File: config.mk
export PLATFORM = sky130hd
export DESIGN_NAME = fisher_yates_xorshift_shuffle
export DESIGN_NICKNAME = d
export VERILOG_FILES = /design/src/hdl/fyxs_pkg.sv /design/src/hdl/fisher_yates_xorshift_shuffle.sv /design/src/hdl/fyxs_ram.sv /design/src/hdl/fyxs_mod.sv
export SDC_FILE = /design/constraint.sdc
export NUM_CORES = 2
export LEC_CHECK = 0
export BUFFER_PORTS_ARGS = -buffer_cell sky130_fd_sc_hd__buf_2
export CORE_MARGIN = 5
export CORE_UTILIZATION = 30
export CTS_CLUSTER_SIZE = 40
export DETAILED_ROUTE_END_ITERATION = 16
export MAX_ROUTING_LAYER = met4
export PLACE_DENSITY = 0.5
export SLEW_MARGIN = 25
export SYNTH_ARGS = -nofsm -noshare
export SYNTH_HDL_FRONTEND = slang
export SYNTH_SLANG_ARGS = --single-unit
File: constraint.sdc
create_clock -name clk -period 3.9 [get_ports clk]
set_clock_uncertainty 0.15 [all_clocks]
set_input_delay 0.585 -clock clk [delete_from_list [all_inputs] [get_ports clk]]
set_output_delay 0.585 -clock clk [all_outputs]
set_load 0.005 [all_outputs]
File: src/hdl/fyxs_pkg.sv
package fyxs_pkg;

  // Replacement for a zero seed
  localparam logic [31:0] SEED_SUBST = 32'h0000_CAFE;

  // One xorshift32 step; zero maps to one
  function automatic logic [31:0] xs_step(input logic [31:0] x);
    logic [31:0] a;
    logic [31:0] b;
    logic [31:0] c;
    a = x ^ (x << 13);
    b = a ^ (a >> 17);
    c = b ^ (b << 5);
    xs_step = (c == 32'd0) ? 32'd1 : c;
  endfunction

endpackage

File: src/hdl/fisher_yates_xorshift_shuffle.sv
// Load: one word per cycle, in_tready high while loading a set of n words.
// Shuffle after the last word: each swap takes a generator step, the serial
// remainder, two reads and two writes on the item RAM; n-1 swaps, none for n=1.
// Emit: each word takes a RAM read (S_ORD) and an output register load (S_OUT), and
// waits while out_tready is low; input is held off until the final word sits in the output register.
// Reset (synchronous, rst_n low) clears control state and generator; RAM is not cleared.
module fisher_yates_xorshift_shuffle #(
  parameter int MAX_ITEMS = 64
) (
  input  logic        clk,
  input  logic        rst_n,
  input  logic        in_tvalid,
  output logic        in_tready,
  input  logic [47:0] in_tdata,    // [15:0] item_in, [47:16] seed
  input  logic        in_tlast,    // last_in
  output logic        out_tvalid,
  input  logic        out_tready,
  output logic [15:0] out_tdata,   // [15:0] item_out
  output logic        out_tlast    // last_out
);

  localparam int AW = $clog2(MAX_ITEMS);
  localparam int CW = $clog2(MAX_ITEMS + 1);

  typedef enum logic [8:0] {
    S_LOAD  = 9'b000000001,
    S_GEN   = 9'b000000010,
    S_MOD   = 9'b000000100,
    S_RDI   = 9'b000001000,
    S_RDJ   = 9'b000010000,
    S_WRI   = 9'b000100000,
    S_WRJ   = 9'b001000000,
    S_ORD   = 9'b010000000,
    S_OUT   = 9'b100000000
  } st_t;

  st_t            st_r, st_nxt;
  logic [CW-1:0]  cnt_r, cnt_nxt;
  logic [AW-1:0]  i_r, i_nxt;
  logic [AW-1:0]  j_r, j_nxt;
  logic [AW-1:0]  k_r, k_nxt;
  logic [31:0]    gen_r, gen_nxt;
  logic [15:0]    ti_r, ti_nxt;
  logic           ov_r, ov_nxt;
  logic [15:0]    od_r, od_nxt;
  logic           ol_r, ol_nxt;

  logic           we;
  logic [AW-1:0]  waddr, raddr;
  logic [15:0]    wdata, rdata;
  logic           mstart, mdone;
  logic [CW-1:0]  mrem;
  logic [CW-1:0]  bound;
  logic           acc_in, acc_out;
  logic [31:0]    seed_in;

  assign in_tready  = (st_r == S_LOAD);
  assign acc_in     = in_tvalid && in_tready;
  assign acc_out    = out_tvalid && out_tready;
  assign seed_in    = in_tdata[47:16];
  assign bound      = CW'({1'b0, i_r}) + CW'(1);
  assign out_tvalid = ov_r;
  assign out_tdata  = od_r;
  assign out_tlast  = ol_r;

  fyxs_ram #(.WIDTH(16), .DEPTH(MAX_ITEMS)) u_ram (
    .clk(clk), .we(we), .waddr(waddr), .wdata(wdata), .raddr(raddr), .rdata(rdata)
  );

  // Remainder unit loads the freshly advanced generator value
  fyxs_mod #(.DW(CW)) u_mod (
    .clk(clk), .rst_n(rst_n), .start(mstart), .dividend(gen_nxt),
    .divisor(bound), .done(mdone), .rem(mrem)
  );

  // Sequencer
  always_comb begin
    st_nxt  = st_r;
    cnt_nxt = cnt_r;
    i_nxt   = i_r;
    j_nxt   = j_r;
    k_nxt   = k_r;
    gen_nxt = gen_r;
    ti_nxt  = ti_r;
    ov_nxt  = ov_r;
    od_nxt  = od_r;
    ol_nxt  = ol_r;
    we      = 1'b0;
    waddr   = cnt_r[AW-1:0];
    wdata   = in_tdata[15:0];
    raddr   = i_r;
    mstart  = 1'b0;
    if (acc_out) begin
      ov_nxt = 1'b0;
    end
    unique case (st_r)
      S_LOAD: begin
        if (acc_in) begin
          logic [CW-1:0] n;
          n = cnt_r;
          if (cnt_r == '0) begin
            gen_nxt = (seed_in == 32'd0) ? fyxs_pkg::SEED_SUBST : seed_in;
          end
          if (cnt_r < CW'(MAX_ITEMS)) begin
            we = 1'b1;
            n  = cnt_r + CW'(1);
          end
          cnt_nxt = n;
          if (in_tlast) begin
            i_nxt = AW'(n - CW'(1));
            k_nxt = '0;
            st_nxt = (n == CW'(1)) ? S_ORD : S_GEN;
          end
        end
      end
      S_GEN: begin
        gen_nxt = fyxs_pkg::xs_step(gen_r);
        mstart  = 1'b1;
        st_nxt  = S_MOD;
      end
      S_MOD: begin
        if (mdone) begin
          j_nxt  = mrem[AW-1:0];
          st_nxt = S_RDI;
        end
      end
      S_RDI: begin
        raddr  = i_r;
        st_nxt = S_RDJ;
      end
      S_RDJ: begin
        raddr  = j_r;
        ti_nxt = rdata;
        st_nxt = S_WRI;
      end
      S_WRI: begin
        we     = 1'b1;
        waddr  = i_r;
        wdata  = rdata;
        st_nxt = S_WRJ;
      end
      S_WRJ: begin
        we    = 1'b1;
        waddr = j_r;
        wdata = ti_r;
        if (i_r == AW'(1)) begin
          st_nxt = S_ORD;
        end else begin
          i_nxt  = i_r - AW'(1);
          st_nxt = S_GEN;
        end
      end
      S_ORD: begin
        raddr = k_r;
        if (!ov_r || acc_out) begin
          st_nxt = S_OUT;
        end
      end
      S_OUT: begin
        raddr  = k_r;
        ov_nxt = 1'b1;
        od_nxt = rdata;
        ol_nxt = (CW'({1'b0, k_r}) + CW'(1) == cnt_r);
        if (ol_nxt) begin
          cnt_nxt = '0;
          st_nxt  = S_LOAD;
        end else begin
          k_nxt  = k_r + AW'(1);
          st_nxt = S_ORD;
        end
      end
      default: st_nxt = S_LOAD;
    endcase
  end

  always_ff @(posedge clk) begin
    if (!rst_n) begin
      st_r  <= S_LOAD;
      cnt_r <= '0;
      ov_r  <= 1'b0;
      gen_r <= '0;
    end else begin
      st_r  <= st_nxt;
      cnt_r <= cnt_nxt;
      ov_r  <= ov_nxt;
      gen_r <= gen_nxt;
    end
    i_r  <= i_nxt;
    j_r  <= j_nxt;
    k_r  <= k_nxt;
    ti_r <= ti_nxt;
    od_r <= od_nxt;
    ol_r <= ol_nxt;
  end

  // Input is only taken while loading
  a_no_in_busy: assert property (@(posedge clk) disable iff (!rst_n)
    (st_r != S_LOAD) |-> !in_tready) else $error("input taken while busy");
  // Item count never exceeds capacity
  a_cnt_cap: assert property (@(posedge clk) disable iff (!rst_n)
    cnt_r <= CW'(MAX_ITEMS)) else $error("item count overflow");
  // Swap index stays within bound
  a_j_ok: assert property (@(posedge clk) disable iff (!rst_n)
    (st_r == S_RDI) |-> (j_r <= i_r)) else $error("swap index out of range");
  // Output word is never overwritten while waiting
  a_out_hold: assert property (@(posedge clk) disable iff (!rst_n)
    (ov_r && !out_tready) |=> ov_r) else $error("output word lost");

endmodule

File: src/hdl/fyxs_ram.sv
module fyxs_ram #(
  parameter int WIDTH = 16,
  parameter int DEPTH = 64
) (
  input  logic                     clk,
  input  logic                     we,
  input  logic [$clog2(DEPTH)-1:0] waddr,
  input  logic [WIDTH-1:0]         wdata,
  input  logic [$clog2(DEPTH)-1:0] raddr,
  output logic [WIDTH-1:0]         rdata
);

  logic [WIDTH-1:0] mem [DEPTH];

  // Single write port, registered read port
  always_ff @(posedge clk) begin
    if (we) begin
      mem[waddr] <= wdata;
    end
    rdata <= mem[raddr];
  end

endmodule

File: src/hdl/fyxs_mod.sv
// Serial restoring remainder: one quotient bit per cycle across the 32-bit dividend
module fyxs_mod #(
  parameter int DW = 7
) (
  input  logic          clk,
  input  logic          rst_n,
  input  logic          start,
  input  logic [31:0]   dividend,
  input  logic [DW-1:0] divisor,
  output logic          done,
  output logic [DW-1:0] rem
);

  logic [31:0]   sh_r, sh_nxt;
  logic [DW:0]   acc_r, acc_nxt;
  logic [5:0]    cnt_r, cnt_nxt;
  logic          busy_r, busy_nxt;
  logic [DW:0]   trial;

  assign trial = {acc_r[DW-1:0], sh_r[31]};
  assign done  = busy_r && (cnt_r == 6'd0);
  assign rem   = acc_r[DW-1:0];

  always_comb begin
    sh_nxt   = sh_r;
    acc_nxt  = acc_r;
    cnt_nxt  = cnt_r;
    busy_nxt = busy_r;
    if (start) begin
      sh_nxt   = dividend;
      acc_nxt  = '0;
      cnt_nxt  = 6'd32;
      busy_nxt = 1'b1;
    end else if (busy_r && cnt_r != 6'd0) begin
      // shift in one bit, subtract when it fits
      sh_nxt  = {sh_r[30:0], 1'b0};
      acc_nxt = (trial >= {1'b0, divisor}) ? trial - {1'b0, divisor} : trial;
      cnt_nxt = cnt_r - 6'd1;
    end else if (done) begin
      busy_nxt = 1'b0;
    end
  end

  always_ff @(posedge clk) begin
    if (!rst_n) begin
      busy_r <= 1'b0;
      cnt_r  <= '0;
    end else begin
      busy_r <= busy_nxt;
      cnt_r  <= cnt_nxt;
    end
    sh_r  <= sh_nxt;
    acc_r <= acc_nxt;
  end

endmodule
== After elaboration in Yosys (flattened, before gate mapping) ==
Memory sizes are Yosys's and may differ from the RTL's. A register that Yosys moved wholly into a read port is not among the register bits.
Index checks and enable logic that the tools add are counted.
Storage, ports and cells
  output and inout port bits: 19
  flip-flop bits (word level): 146
  memory bits (writable): 1024
  memories: 1
Cells by class
  mux-type cells: 46
  equality and inequality tests: 20
  reductions and logical operators: 25
  bitwise logic cells: 4
  $add $sub $neg: 8
  magnitude comparators: 2
Memory list
  u_ram.mem: words 64, bits a word 16, rd ports 1, clocked after Yosys merged registers in 1, wr ports 1, RTL line fyxs_ram.sv:13  | logic [WIDTH-1:0] mem [DEPTH];
Operators by type and width (number)
  32-bit 2-to-1 mux: 6
  9-bit case mux with 9 select lines: 1
  32-bit zero test: 2
  32-bit case mux with 2 select lines: 1
  32-bit bitwise XOR: 2
  6-bit 2-to-1 mux: 8
  6-bit case mux with 2 select lines: 4
  7-bit 2-to-1 mux: 6
  9-bit 2-to-1 mux: 4
  16-bit case mux with 2 select lines: 1
  32-bit by 15-bit bitwise XOR with 32-bit output: 1
  8-bit 2-to-1 mux: 3
  6-bit by 1-bit subtractor with 6-bit output, second input constant: 3
  6-bit by 1-bit adder with 7-bit output, second input constant: 2
  7-bit case mux with 2 select lines: 1
  2-bit != test, second input constant: 6
  4-bit AND reduction: 3
  1-bit 2-to-1 mux: 10
  2-bit nonzero test: 5
  9-bit by 1-bit == test with 1-bit output, second input constant: 1
  9-bit by 2-bit == test with 1-bit output, second input constant: 1
  9-bit by 3-bit == test with 1-bit output, second input constant: 1
  9-bit by 4-bit == test with 1-bit output, second input constant: 1
  9-bit by 5-bit == test with 1-bit output, second input constant: 1
  other kinds (24): 31

== Logic depth before layout (Yosys ltp) ==
  depth after elaboration: 9
  mapped depth: 14
  gate-level depth less buffers: 12

== Hierarchy ==
From an unflattened synthesis, not the netlist that was laid out.
Second synthesis, totals
  cells, all modules: 2652
  area, all modules: 48529.0 um^2
By module, submodules not included
  fyxs_ram: area each 40042.2 um^2, cells an instance 1829, times used 1
  fisher_yates_xorshift_shuffle: area each 6187.2 um^2, cells an instance 641, times used 1
  fyxs_mod: area each 2299.7 um^2, cells an instance 182, times used 1

== Worst setup path after synthesis ==
No wires, ideal clock.
  path type: register to register
  start: reg st_r[6]
  end: mem u_ram.mem[49][0], enable pin
  arrival time: 2.883 ns
  setup time: 0.389 ns
  path buffers: 3
  cell stages (with the launch flop): 11
  clock period less this slack: 3.421 ns
  slack: 0.479 ns
  cell sequence: dfxtp_1 > nor3_1 > buf_2 > and4b_1 > clkbuf_1 > a41oi_1 > a21oi_1 > nor2b_1 > nand2b_1 > clkbuf_1 > nor2_1
Between the ends
  cells in the longest elaborated chain, start to end: 6
  elaborated cells between the ends (all ways): 10
  those cells by class: eq/ne (3); mux (5); reduce/logical (2)
RTL lines
  start: declaration: RTL line fisher_yates_xorshift_shuffle.sv:37  | st_t st_r, st_nxt;
  start signal: assignment: RTL line fisher_yates_xorshift_shuffle.sv:183  | st_r <= st_nxt;
  9-bit by 1-bit == test with 1-bit output: RTL line fisher_yates_xorshift_shuffle.sv:57, fisher_yates_xorshift_shuffle.sv:96
  1-bit logical AND: RTL line fisher_yates_xorshift_shuffle.sv:58  | assign acc_in = in_tvalid && in_tready;
  1-bit 2-to-1 mux: RTL line fisher_yates_xorshift_shuffle.sv:98  | if (acc_in) begin
  1-bit case mux with 2 select lines: RTL line fisher_yates_xorshift_shuffle.sv:96  | unique case (st_r)
  1-bit 2-to-1 mux: RTL line fyxs_ram.sv:17  | if (we) begin
  1-bit 2-to-1 mux (implied by the code): RTL line fyxs_ram.sv:18  | mem[waddr] <= wdata;
  end: declaration: RTL line fyxs_ram.sv:13
Several ways; a longest one is shown, not always the timed one.

== Worst setup path after layout ==
  start: reg st_r[0]
  end: reg u_ram.rdata[0], read port of u_ram.mem
Between the ends
  cells in the longest elaborated chain, start to end: 3
  elaborated cells between the ends (all ways): 5
  those cells by class: eq/ne (3); mux (1); reduce/logical (1)
RTL lines
  9-bit == test or 9-bit by 8-bit == test with 1-bit output (tied branches): RTL line fisher_yates_xorshift_shuffle.sv:96
  2-bit OR reduction (no line)
  6-bit case mux with 2 select lines *: RTL line fisher_yates_xorshift_shuffle.sv:96
  end: declaration: RTL line fyxs_ram.sv:10  | output logic [WIDTH-1:0] rdata
Mark *: on every way between the ends. The rest lies on a longest branch, timed or not.
A chain may end at the register's enable or synchronous reset.

==> impl_metrics.env <==
export IMPL_ios=72
export IMPL_setup_viol=0
export IMPL_whs_path_depth=3
export IMPL_crit_arrival_ns=4.29
export IMPL_vias=31360
export IMPL_final_antenna_net_count=0
export IMPL_synth_seq_cells=1186
export IMPL_fp_dieArea_um2=171200
export IMPL_synth_cell_type_count=71
export IMPL_start_util_pct=30.11
export IMPL_grt_first_pass_wirelength_um=221100
export IMPL_grt_use_total_pct=18.28
export IMPL_cts_sinks=1186
export IMPL_cts_htree_levels=4
export IMPL_relSlewSlack_pct=32.53
export IMPL_layout_drive_gt1_share_pct=15.92
export IMPL_yosysSeqAreaShare_pct=71.21
export IMPL_start_kind="register"
export IMPL_vdd_drop_max_uv=627.7
export IMPL_hold_class="primary input to register"
export IMPL_final_cells=6156
export IMPL_first_iter_violations=3295
export IMPL_required_ns=4.40
export IMPL_finalSetupTns_ns=0
export IMPL_outcome="complete, no violations"
export IMPL_first_pass_iters=5
export IMPL_clockBufferDepth=3
export IMPL_area_delta_synth_final_pct=20.29
export IMPL_dieHeight_um=413.7
export IMPL_core_um2=162400
export IMPL_clock_fmax_mhz=264.0
export IMPL_final_hold_viol_count=0
export IMPL_cp_end_kind="register"
export IMPL_avgViaCountPerCell=5.095
export IMPL_cts_reportedPaths_clkPinSlew_ns=0.06
export IMPL_hpwl_um=99910
export IMPL_cts_tree="done"
export IMPL_r2r_setup_slack_ns=0.11
export IMPL_synthCells=3558
export IMPL_met1_length_um=67090
export IMPL_rsz0062_at_grt="no"
export IMPL_nets=3947
export IMPL_wl_met2_um=74320
export IMPL_root_buffer="clkbuf_16"
export IMPL_timing_hold_ws_ns=0.06824
export IMPL_path_class="register to register"
export IMPL_grt_pass1_vias=30060
export IMPL_rr_worst_depth=12
export IMPL_max_slew_worst_pin_slew_ns=1.012
export IMPL_rows=148
export IMPL_ys_warn_count=0
export IMPL_syn_avg_cell_area_um2=13.74
export IMPL_synthArstFlopShare_pct=0
export IMPL_routed_wl_met3_um=8728
export IMPL_power_density_nw_per_um2=759.3
export IMPL_syn_num_nets=3629
export IMPL_grt_max_degree=96
export IMPL_finalCritPeriodShare_pct=97.12
export IMPL_drc=0
export IMPL_drt_wl_total_um=154600
export IMPL_cts_buffers=131
export IMPL_drv_cap=0
export IMPL_die_w_um=413.7
export IMPL_finalPower_mw=44.67
export IMPL_syn_area_um2=48900
export IMPL_synth_edf_count=1107
export IMPL_globalRouteOverflowTotal=0
export IMPL_power_leakage_nw=20.59
export IMPL_ys_flop_type="edfxtp_1"
export IMPL_dp_cells=5896
export IMPL_routabilityCongestion=0.9015
export IMPL_wl_per_cell_um=25.11
export IMPL_crit_fanout=17
export IMPL_clk_latency_ns=0.77
export IMPL_highest_layer="met4"
export IMPL_min_period_ns=3.788
export IMPL_slew_viol_final=0
export IMPL_portBuffers=71
export IMPL_grt_antenna_before_repair=2
-- report_power, final --
part	leakage [nW]	switching (mW)	total, mW	internal (mW)
Combinational	7.94	11.3	17.5	6.20
Clock	2.05	5.11	12.2	7.06
Sequential	10.6	0.569	15.0	14.4
-- cells in the mapped netlist (all sizes together) (20+ instances only) --
library cell | number | area [um2]
o21ai | 89 | 445.4
nand3 | 267 | 1336
buf | 102 | 658.1
edfxtp | 1107 | 33240
nor4 | 47 | 324.1
nor2 | 142 | 533.0
nand4 | 20 | 125.1
a211oi | 38 | 285.3
xor2 | 41 | 366.6
a22o | 21 | 183.9
nand2 | 628 | 2372
dfxtp | 79 | 1582
clkbuf | 115 | 431.7
o221ai | 94 | 823.3
inv | 20 | 75.07
nor2b | 29 | 181.4
a21oi | 125 | 625.6
xnor2 | 69 | 604.3
a22oi | 24 | 180.2
o211ai | 32 | 240.2
o22ai | 35 | 219.0
mux2i | 260 | 2603
-- cell families (layout without fill, tap and decap cells) --
kind of cell	count (synthesis)	in the layout	share of synthesized area [%]
xor gates and xnor gates	111	111	2.031
other	0	5	0
DFF	1186	1186	71.21
and+or+nand+nor	1202	1202	10.92
buffers and inverters	237	655	2.382
muxes	263	263	5.437
adders and majority gates	18	18	0.4759
AOI/OAI and AO/OA	541	541	7.540
-- layer usage --
layer / GRT usage, % / vias up
met5: - / -
met4: 5.824 / 0
met3: 2.490 / 220
met2: 29.25 / 1022
met1: 24.23 / 16010
li1: - / 14110
-- final timing paths --
path	from	to
worst max-delay path	st_r[0]	u_ram.rdata[0]
worst min-delay path	in_tdata[18]	gen_r[2]
worst max register to register	st_r[0]	u_ram.rdata[0]
worst min register to register	gen_r[19]	gen_r[19]
-- repair_timing --
| item | 4_1_cts | 5_1_grt |
|---|---|---|
| cloned | 1 | 1 |
| hold endpoints to repair | 17 | 0 |
| gates resized for setup | 17 | 11 |
| hold buffers | 17 | 0 |
| pin swaps | 1 | 2 |
| setup buffers | 0 | 3 |
| endpoints found under the setup margin | 13 | 429 |
-- layout make-up --
cell class,count,area [um2]
Multi-Input combinational cell,2135,13150
Timing Repair Buffer,402,3865
Fill cell,15590,103600
Clock buffer,166,3556
Sequential cell,1186,34820
Clock inverter,67,624.3
Antenna cell,5,12.51
Tap cell,2175,2721
Inverter,20,75.07
-- critical path, cell delays in order, from the launching register on --
cell and delay [ns]:
dfxtp_1 0.37, nor4_4 0.37, and3_4 0.29, buf_6 0.19, o311a_4 0.35, buf_12 0.20, buf_4 0.31, mux2i_1 0.26
o221ai_1 0.22, nand3_1 0.39, o211ai_1 0.18, buf_4 0.17, a22o_1 0.19
-- placed cells by master (no fill, tap or decap), types with 40 or more instances in the layout --
master,netlist,routed
clkbuf_16,0,137
o221ai_1,94,94
xnor2_1,69,69
edfxtp_1,1107,1107
xor2_1,40,40
nor2_1,142,141
a21oi_1,125,124
nand2_1,626,610
buf_4,21,236
mux2i_1,260,260
nand3_1,267,266
buf_12,1,71
dfxtp_1,79,79
buf_2,45,71
o21ai_0,87,85
-- sequential cells by signal, indices dropped and copies added, names as in the netlist, 7 cells and up --
register,flops
u_mod.sh_r,32
gen_r,32
out_tdata,16
u_ram.mem,1024
u_ram.rdata,16
ti_r,16
cnt_r,7
u_mod.acc_r,7
st_r,9
-- metrics by stage --
stage	area [um2]	setup WS (ns)	util, %
2_1_floorplan	48900	0.4789	-
3_3_place_gp	54220	-0.1430	33.39
3_5_place_dp	54220	-0.1754	33.39
4_1_cts	58700	0.002157	36.15
5_1_grt	58820	0.01088	36.22
6_report	58830	0.1124	36.22
(Power assumes the default switching activity.)
